## config.mk

```make
export PLATFORM = sky130hd
export DESIGN_NAME = ptrc_unpremul
export DESIGN_NICKNAME = d
export VERILOG_FILES = /design/src/sv/ptrc_pkg.sv /design/src/sv/ptrc_unpremul.sv
export SDC_FILE = /design/constraint.sdc
export NUM_CORES = 1
export LEC_CHECK = 0
export BUFFER_PORTS_ARGS = -buffer_cell sky130_fd_sc_hd__buf_2
export CORE_MARGIN = 4
export CORE_UTILIZATION = 45
export CTS_CLUSTER_SIZE = 30
export DETAILED_ROUTE_END_ITERATION = 16
export HOLD_SLACK_MARGIN = 0.15
export PLACE_DENSITY_LB_ADDON = 0.3
export SLEW_MARGIN = 20
export SYNTH_ARGS = -nofsm -noshare
export SYNTH_HDL_FRONTEND = slang
export SYNTH_SLANG_ARGS = --single-unit
```

## constraint.sdc

```tcl
create_clock -name clk -period 7.4 [get_ports clk]
set_clock_uncertainty 0.15 [all_clocks]
set_input_delay 0.37 -clock clk [delete_from_list [all_inputs] [get_ports clk]]
set_output_delay 0.37 -clock clk [all_outputs]
set_load 0.02 [all_outputs]
```

## src/sv/ptrc_pkg.sv

```systemverilog
`default_nettype none
package ptrc_pkg;

	localparam int unsigned PALETTE_ENTRIES_DEF = 256;
	localparam int unsigned FMT_W = 3;

	typedef enum logic [FMT_W-1:0] {
		FMT_PAL4   = 3'd0,
		FMT_PAL8   = 3'd1,
		FMT_RGB565 = 3'd2,
		FMT_RGB24  = 3'd3,
		FMT_BGR24  = 3'd4,
		FMT_RGBA32 = 3'd5
	} fmt_t;

	// stage load enables of the pipeline
	typedef struct packed {
		logic s1;
		logic s2;
		logic s3;
		logic s4;
		logic s5;
		logic s6;
		logic s7;
	} adv_t;

endpackage
`default_nettype wire

```

## src/sv/ptrc_unpremul.sv

```systemverilog
`default_nettype none
module ptrc_unpremul (
	input  wire logic           clk,
	input  wire ptrc_pkg::adv_t adv,
	input  wire logic [7:0]     c,
	input  wire logic [7:0]     a,
	output logic      [7:0]     quo
);
	import ptrc_pkg::*;

	// one restoring step: returns {quotient bit, new remainder}
	function automatic logic [16:0] dstep(input logic [15:0] rem, input logic [7:0] den,
			input int unsigned sh);
		logic [15:0] t;
		t = 16'({8'h00, den} << sh);
		if (rem >= t) begin
			dstep = {1'b1, rem - t};
		end else begin
			dstep = {1'b0, rem};
		end
	endfunction

	logic [15:0] num_n;
	logic [15:0] num_s2;
	logic [7:0]  den_s2, den_s3, den_s4, den_s5;
	logic        sat_s2, sat_s3, sat_s4, sat_s5, sat_s6;
	logic [15:0] rem_s3, rem_s4, rem_s5;
	logic [7:0]  quo_s3, quo_s4, quo_s5, quo_s6;
	logic [16:0] t3a, t3b, t4a, t4b, t5a, t5b, t6a, t6b;

	// c*255 + a/2
	assign num_n = {c, 8'h00} - {8'h00, c} + {9'h000, a[7:1]};

	always_comb begin
		t3a = dstep(num_s2, den_s2, 7);
		t3b = dstep(t3a[15:0], den_s2, 6);
		t4a = dstep(rem_s3, den_s3, 5);
		t4b = dstep(t4a[15:0], den_s3, 4);
		t5a = dstep(rem_s4, den_s4, 3);
		t5b = dstep(t5a[15:0], den_s4, 2);
		t6a = dstep(rem_s5, den_s5, 1);
		t6b = dstep(t6a[15:0], den_s5, 0);
	end

	always_ff @(posedge clk) begin
		if (adv.s2) begin
			num_s2 <= num_n;
			den_s2 <= a;
			// quotient would not fit in eight bits
			sat_s2 <= num_n >= {a, 8'h00};
		end
		if (adv.s3) begin
			rem_s3 <= t3b[15:0];
			quo_s3 <= {t3a[16], t3b[16], 6'b000000};
			den_s3 <= den_s2;
			sat_s3 <= sat_s2;
		end
		if (adv.s4) begin
			rem_s4 <= t4b[15:0];
			quo_s4 <= {quo_s3[7:6], t4a[16], t4b[16], 4'b0000};
			den_s4 <= den_s3;
			sat_s4 <= sat_s3;
		end
		if (adv.s5) begin
			rem_s5 <= t5b[15:0];
			quo_s5 <= {quo_s4[7:4], t5a[16], t5b[16], 2'b00};
			den_s5 <= den_s4;
			sat_s5 <= sat_s4;
		end
		if (adv.s6) begin
			quo_s6 <= {quo_s5[7:2], t6a[16], t6b[16]};
			sat_s6 <= sat_s5;
		end
	end

	assign quo = sat_s6 ? 8'hFF : quo_s6;

endmodule
`default_nettype wire

```

==> results of run 1 <==
-- tightest hold or removal path: cells and delay by family --
kind	cells	cell delay, ns
xor+xnor	1	0.09
buf+inv	2	0.19
-- through the flow --
stage | area [sq um] | util [%] | std cells | power [mW]
after floorplan | 8440 | - | 799 | 2.65
after global placement | 8850 | 48.6 | 1052 | 2.99
after detailed placement | 8850 | 48.6 | 1052 | 3.02
after CTS | 9570 | 52.6 | 1093 | 3.93
after global routing | 9570 | 52.6 | 1093 | 4.25
final | 9570 | 52.6 | 1093 | 3.91
-- metal layers --
metal	vias to the layer above	part of all wire (%)	global-route usage (%)
li1	3091	-	-
met1	2806	42	17.7
met2	88	52	30.0
met3	38	2.2	3.40
met4	0	3.4	8.27
met5	-	0	0
-- Yosys cell counts (9+ instances only) --
master	instances	area, sq um
sky130_fd_sc_hd__nand4_1	9	56.3
sky130_fd_sc_hd__xnor2_1	29	254
sky130_fd_sc_hd__o21ai_0	45	225
sky130_fd_sc_hd__ha_1	79	988
sky130_fd_sc_hd__nor3_1	11	55.1
sky130_fd_sc_hd__mux2_1	9	101
sky130_fd_sc_hd__o21a_1	19	143
sky130_fd_sc_hd__nor2_1	76	285
sky130_fd_sc_hd__nor2b_1	13	81.3
sky130_fd_sc_hd__nand2_1	35	131
sky130_fd_sc_hd__inv_1	78	293
sky130_fd_sc_hd__or3_1	10	62.6
sky130_fd_sc_hd__nand2b_1	11	68.8
sky130_fd_sc_hd__mux2i_1	9	90.1
sky130_fd_sc_hd__a21oi_1	43	215
sky130_fd_sc_hd__or2_2	11	68.8
sky130_fd_sc_hd__a21o_1	16	120
sky130_fd_sc_hd__mux2_2	12	135
sky130_fd_sc_hd__xor2_1	16	140
sky130_fd_sc_hd__nor4_1	9	56.3
sky130_fd_sc_hd__edfxtp_1	121	3630
sky130_fd_sc_hd__nand3_1	10	50.1
-- cells by family after synthesis --
kind of cell	count (synthesis)	synth area share, %
AO/OA/AOI/OAI	198	15.7
XOR/XNOR	46	4.86
adder cells (fa/ha/maj)	87	13.6
buffers and inverters	86	3.96
flip-flops	121	43.0
multiplexers	33	4.40
AND/OR/NAND/NOR	228	14.5
-- registers in the layout (all words and copies together) (netlist names) --
register,cells
den_s2,8
den_s3,8
den_s4,8
den_s5,8
num_s2,16
quo_s3,2
quo_s4,4
quo_s5,6
quo_s6,8
rem_s3,16
rem_s4,16
rem_s5,16
sat_s2,1
sat_s3,1
sat_s4,1
sat_s5,1
sat_s6,1
-- power by group --
group	leakage [nW]	internal [mW]	switching, mW
sequential	1.16	0.993	0.0915
clock	0.293	0.594	0.291
combinational	2.34	0.897	1.05
total	3.79	2.48	1.43
-- what timing repair did --
item,in CTS,in global routing
endpoints found under the hold margin,13,0
hold buffers,9,0
setup buffers,0,0
-- final cells by class --
class	count	area (sq um)	share of cell area, %
Clock buffer	19	433	4.52
Timing Repair Buffer	39	243	2.54
Multi-Input combinational cell	592	4480	46.8
Inverter	80	300	3.14
Clock inverter	13	201	2.10
Tap cell	229	287	2.99
Sequential cell	121	3630	38.0
-- worst max-delay path by stage --
stage	from	to	cells past startpoint
2_1_floorplan	den_s3[5]$_DFFE_PP_	rem_s4[10]$_DFFE_PP_	18
4_1_cts	den_s4[4]$_DFFE_PP_	rem_s5[6]$_DFFE_PP_	15
5_1_grt	den_s4[4]$_DFFE_PP_	rem_s5[5]$_DFFE_PP_	15
3_5_place_dp	den_s4[4]$_DFFE_PP_	rem_s5[6]$_DFFE_PP_	15
6_report	den_s4[4]$_DFFE_PP_	rem_s5[4]$_DFFE_PP_	15
3_3_place_gp	den_s4[7]$_DFFE_PP_	rem_s5[6]$_DFFE_PP_	15
==> flow_summary.ini, run 1 <==
[synthesis]
synth_flop_cell = sky130_fd_sc_hd__edfxtp_1
postSynthNetCount = 910
gate_count_of_the_mapped_netlist = 799
synth_seq_cells = 121
synthesis.area_sq_um = 8440
yosysSeqAreaShare_pct = 43.0
async_flop_share_pct = 0
yosysWarningCount = 0
synth_enable_flop_cells = 121
post_synth.cell_area_avg_sq_um = 10.6
yosys.cell_types.count = 74

[drt]
drt_pass1_iterations = 4
drt_drc_violations_left = 0
ant_nets = 0
routed_wl_um = 16600
drtIter0Drc = 227
detail_route.vias_per_cell = 5.51
wire_length_per_cell_um = 15.1
num_vias = 6023

[timing]
timing.final.max_slew_violations = 0
min_period_ns = 5.46
tightest_pin_transition_ns = 0.931
setup_viol_count_final = 0
timing.final.hold_violations = 0
worst_relative_slew_slack_pct = 37.5
tns_ns = 0
finalHoldWorstSlack_ns = 0.191
grt_setup_unrepaired = no
post-route-period-util_pct = 73.8
clock.fmax_mhz = 183
setup_slack_ns = 1.94

[worst_setup_path]
critical_path.endpoint_type = flop
worstPathCellList = inv_1 -> ha_1 -> a21oi_1 -> o221ai_1 -> nor3b_4 -> inv_1 -> o21ai_0 -> fa_1 -> inv_1 -> a21oi_1 -> o22ai_1 -> o22ai_1 -> nand3_1 -> nor4_4 -> mux2_1
worst_r2r_path_depth = 15
crit_type = reg2reg
path_buf_inv = 3
crit_top_cell = sky130_fd_sc_hd__inv_1
timing.critical_path.max_delay_family = simple AND/OR/NAND/NOR gates
max_stage_delay_ns = 0.87
required_worst_endpoint_ns = 7.41
start_kind = flop
reg2reg_setup_slack_ns = 1.94
critical_path.reg2reg.startpoint = den_s4[4]$_DFFE_PP_
reg2reg_to = rem_s5[4]$_DFFE_PP_
crit_arrival_ns = 5.47
critPathMaxFanout = 19
cp_slowest_cell = sky130_fd_sc_hd__nor4_4

[pwr]
max_ir_drop_vdd_v = 0.000222
p_leak_nw = 3.79
power_density_nw_per_um2 = 409

[global_routing]
global_route_wire_length_before_repair_um = 28200
antenna_found_initial = 0
grt_max_degree = 32
globalRouteOverflowTotal = 0
first_global_vias = 6160
global_route.usage.total_pct = 16.3

[final_layout]
antenna_cells = 0
area_growth_syn_to_layout_pct = 13.4
layout-drive-gt1-share_pct = 11.1
final_common_cell = sky130_fd_sc_hd__edfxtp_1
layout.nets = 962
final.fill_count = 1617
mostFrequentLayoutCells = sky130_fd_sc_hd__edfxtp_1 (121), sky130_fd_sc_hd__ha_1 (79), sky130_fd_sc_hd__inv_1 (78), sky130_fd_sc_hd__nor2_1 (76), sky130_fd_sc_hd__o21ai_0 (45)

[placement]
globalplace.congestion = 0.877
port-buffer-count = 29
place.detailed.hpwl_um = 13300
place_ws_ns = 1.91

[floorplan]
dieWidth_um = 145
floorplan.die_area_sq_um = 21000
die_height_um = 145
rows = 49
floorplan.initialDensity_pct = 46.4
core_area_sq_um = 18200
boundaryPins = 32

[clock_network]
cts.reportedPaths.clkPinSlew_ns = 0.06
htreeDepth = 4
cts_tree = yes
post_cts_resized = 0
clock_path_buffers = 2
clock-root-buffer = sky130_fd_sc_hd__clkbuf_16
clk-insertion-delay-late_ns = 0.42
cts_sinks = 121
cts_inserted_buffers = 17

[worst_hold_path]
holdCritPathClass = in2reg
min_delay_worst_endpoint = num_s2[8]$_DFFE_PP_
worstHoldPathCells = 3
hold_start = c[0]

[job]
max_cap_violation_count = 0

[run_status]
run_status = complete, no violations
No activity file was read; power rests on OpenSTA's default activity.
==> run 2, diff against run 1 <==
==> constraint.sdc (replaced) <==
create_clock -name clk -period 4.9 [get_ports clk]
set_clock_uncertainty 0.15 [all_clocks]
set_input_delay 0.245 -clock clk [delete_from_list [all_inputs] [get_ports clk]]
set_output_delay 0.245 -clock clk [all_outputs]
set_load 0.02 [all_outputs]
==> run 2 against run 1 <==
  * Sequential share of layout area down 0.65 points
  * Non-clock buffer count up 19
  * Critical path depth up 4
  * Combinational power up 56%
  * Highest routed layer unchanged
  * Sequential power up 52%
  * Sequential cell count unchanged
==> flow_summary.ini, run 2 (synthesized netlist as in run 1, its figures left out) <==
[run_status]
run_status = complete, no violations

[worst_setup_path]
worst_r2r_path_depth = 18
critical_path_depth = 19
start_kind = primary input
worstPathCellList = dlygate4sd3_1 -> buf_2 -> inv_1 -> ha_1 -> inv_1 -> fa_1 -> a21o_1 -> a21oi_2 -> nor2b_1 -> o31ai_2 -> a21oi_2 -> o31ai_1 -> dlygate4sd3_1 -> o21ai_0 -> ha_1 -> nand4b_1 -> or4_1 -> or3_1 -> o41ai_2
critPathMaxFanout = 5
cp_slowest_cell = sky130_fd_sc_hd__dlygate4sd3_1
timing.critical_path.max_delay_family = buffers and inverters
crit_arrival_ns = 4.78
max_stage_delay_ns = 0.57
critical_path.endpoint_type = flop
path_buf_inv = 5
reg2reg_setup_slack_ns = 0.28
required_worst_endpoint_ns = 4.97
crit_type = in2reg

[timing]
min_period_ns = 4.70
timing.final.max_slew_violations = 0
setup_viol_count_final = 0
tightest_pin_transition_ns = 0.663
grt_setup_unrepaired = yes
clock.fmax_mhz = 213
finalHoldWorstSlack_ns = 0.179
post-route-period-util_pct = 96.0
timing.final.hold_violations = 0
worst_relative_slew_slack_pct = 55.8

[final_layout]
mostFrequentLayoutCells = sky130_fd_sc_hd__edfxtp_1 (121), sky130_fd_sc_hd__ha_1 (79), sky130_fd_sc_hd__inv_1 (78), sky130_fd_sc_hd__nor2_1 (76), sky130_fd_sc_hd__o21ai_0 (44)
layout.nets = 981
final.fill_count = 1600
final_common_cell = sky130_fd_sc_hd__edfxtp_1
layout-drive-gt1-share_pct = 13.7
antenna_cells = 0
area_growth_syn_to_layout_pct = 15.4
finalInstanceArea_sq_um = 9740

[drt]
route.met3.wl_um = 378
routed_wl_um = 16600
ant_nets = 0
met2WireLength_um = 8950
wire_length_per_cell_um = 14.9
drt_drc_violations_left = 0
num_vias = 6108
met1_length_um = 6980
detail_route.vias_per_cell = 5.49
drtIter0Drc = 291
drt_pass1_iterations = 5
route.top_layer_used = met4

[pwr]
max_ir_drop_vdd_v = 0.000319
p_leak_nw = 3.88
power_density_nw_per_um2 = 602
p_seq_share_pct = 27.9
pwr-share-clk_pct = 20.5
share_comb_of_total_power_pct = 51.6
p_int_mw = 3.66
post-layout-total-power_mw = 5.86
netSwitchingPower_mw = 2.20
sw_frac_of_total_pct = 37.6

[global_routing]
first_global_vias = 6194
globalRouteOverflowTotal = 0
antenna_found_initial = 0
grt_max_degree = 32
global_route_wire_length_before_repair_um = 28600
global_route.usage.total_pct = 16.5

[clock_network]
clock_path_buffers = 2
htreeDepth = 4
cts.reportedPaths.clkPinSlew_ns = 0.05
clk-insertion-delay-late_ns = 0.42
cts_sinks = 121
clock-root-buffer = sky130_fd_sc_hd__clkbuf_16
cts_inserted_buffers = 17
post_cts.repair.setup_buffers = 0
cts_tree = yes

[worst_hold_path]
holdCritPathClass = in2reg
worstHoldPathCells = 3

[floorplan]
dieWidth_um = 145
boundaryPins = 32
die_height_um = 145
rows = 49
floorplan.die_area_sq_um = 21000
floorplan.initialDensity_pct = 46.4
core_area_sq_um = 18200

[job]
max_cap_violation_count = 0

[placement]
port-buffer-count = 29
globalplace.congestion = 0.867
place.detailed.hpwl_um = 13400
dpl-instance-area_sq_um = 8960
## run 2: path summary, 6_finish.rpt
check / startpoint / endpoint
worst max register to register: den_s3[4]$_DFFE_PP_ / rem_s4[10]$_DFFE_PP_
worst min register to register: quo_s3[6]$_DFFE_PP_ / quo_s4[6]$_DFFE_PP_
worst min-delay path: c[4] / num_s2[12]$_DFFE_PP_
worst max-delay path: a[1] / sat_s2$_DFFE_PP_
## run 2: stage by stage
stage / utilization [%] / TNS [ns] / cells / worst slack (ns)
after floorplan: - / 0 / 799 / 0.461
final: 53.5 / 0 / 1112 / 0.195
after global placement: 49.2 / 0 / 1065 / 0.260
after CTS: 53.2 / 0 / 1112 / 0.0287
after detailed placement: 49.2 / 0 / 1065 / 0.203
after global routing: 53.5 / -0.0835 / 1112 / -0.0835
## run 2: cell type report
cell class	instances	area (sq um)	area share, %
sequential	121	3630	37.3
inverter	80	300	3.08
timing repair buffer	58	413	4.24
clock buffer	17	425	4.37
clock inverter	15	153	1.57
multi-input combinational	592	4530	46.5
tap	229	287	2.94
## run 2: power by group through the flow
stage          registers (mW)  logic (mW)  clock network, mW
5_1_grt                  1.66        3.41               1.28
3_5_place_dp             1.66        2.94                  0
3_3_place_gp             1.65        2.90                  0
6_report                 1.64        3.03               1.20
2_1_floorplan            1.61        2.38                  0
4_1_cts                  1.64        2.98               1.22
## run 2: metal layers
layer  GRT usage (%)  up-vias
met5               0        -
met4            5.37        0
met3            3.40       21
met2            31.6       79
met1            18.0     2872
li1                -     3136
## run 2: worst min-delay path, delay by kind of cell
kind                   cells  cell delay [ns]
XOR/XNOR                   1             0.12
buffers and inverters      2             0.19
## run 2: repair_timing
item,4_1_cts,5_1_grt
endpoints found under the hold margin,25,0
endpoints found under the setup margin,0,23
hold buffers,15,0
gates resized for setup,0,10
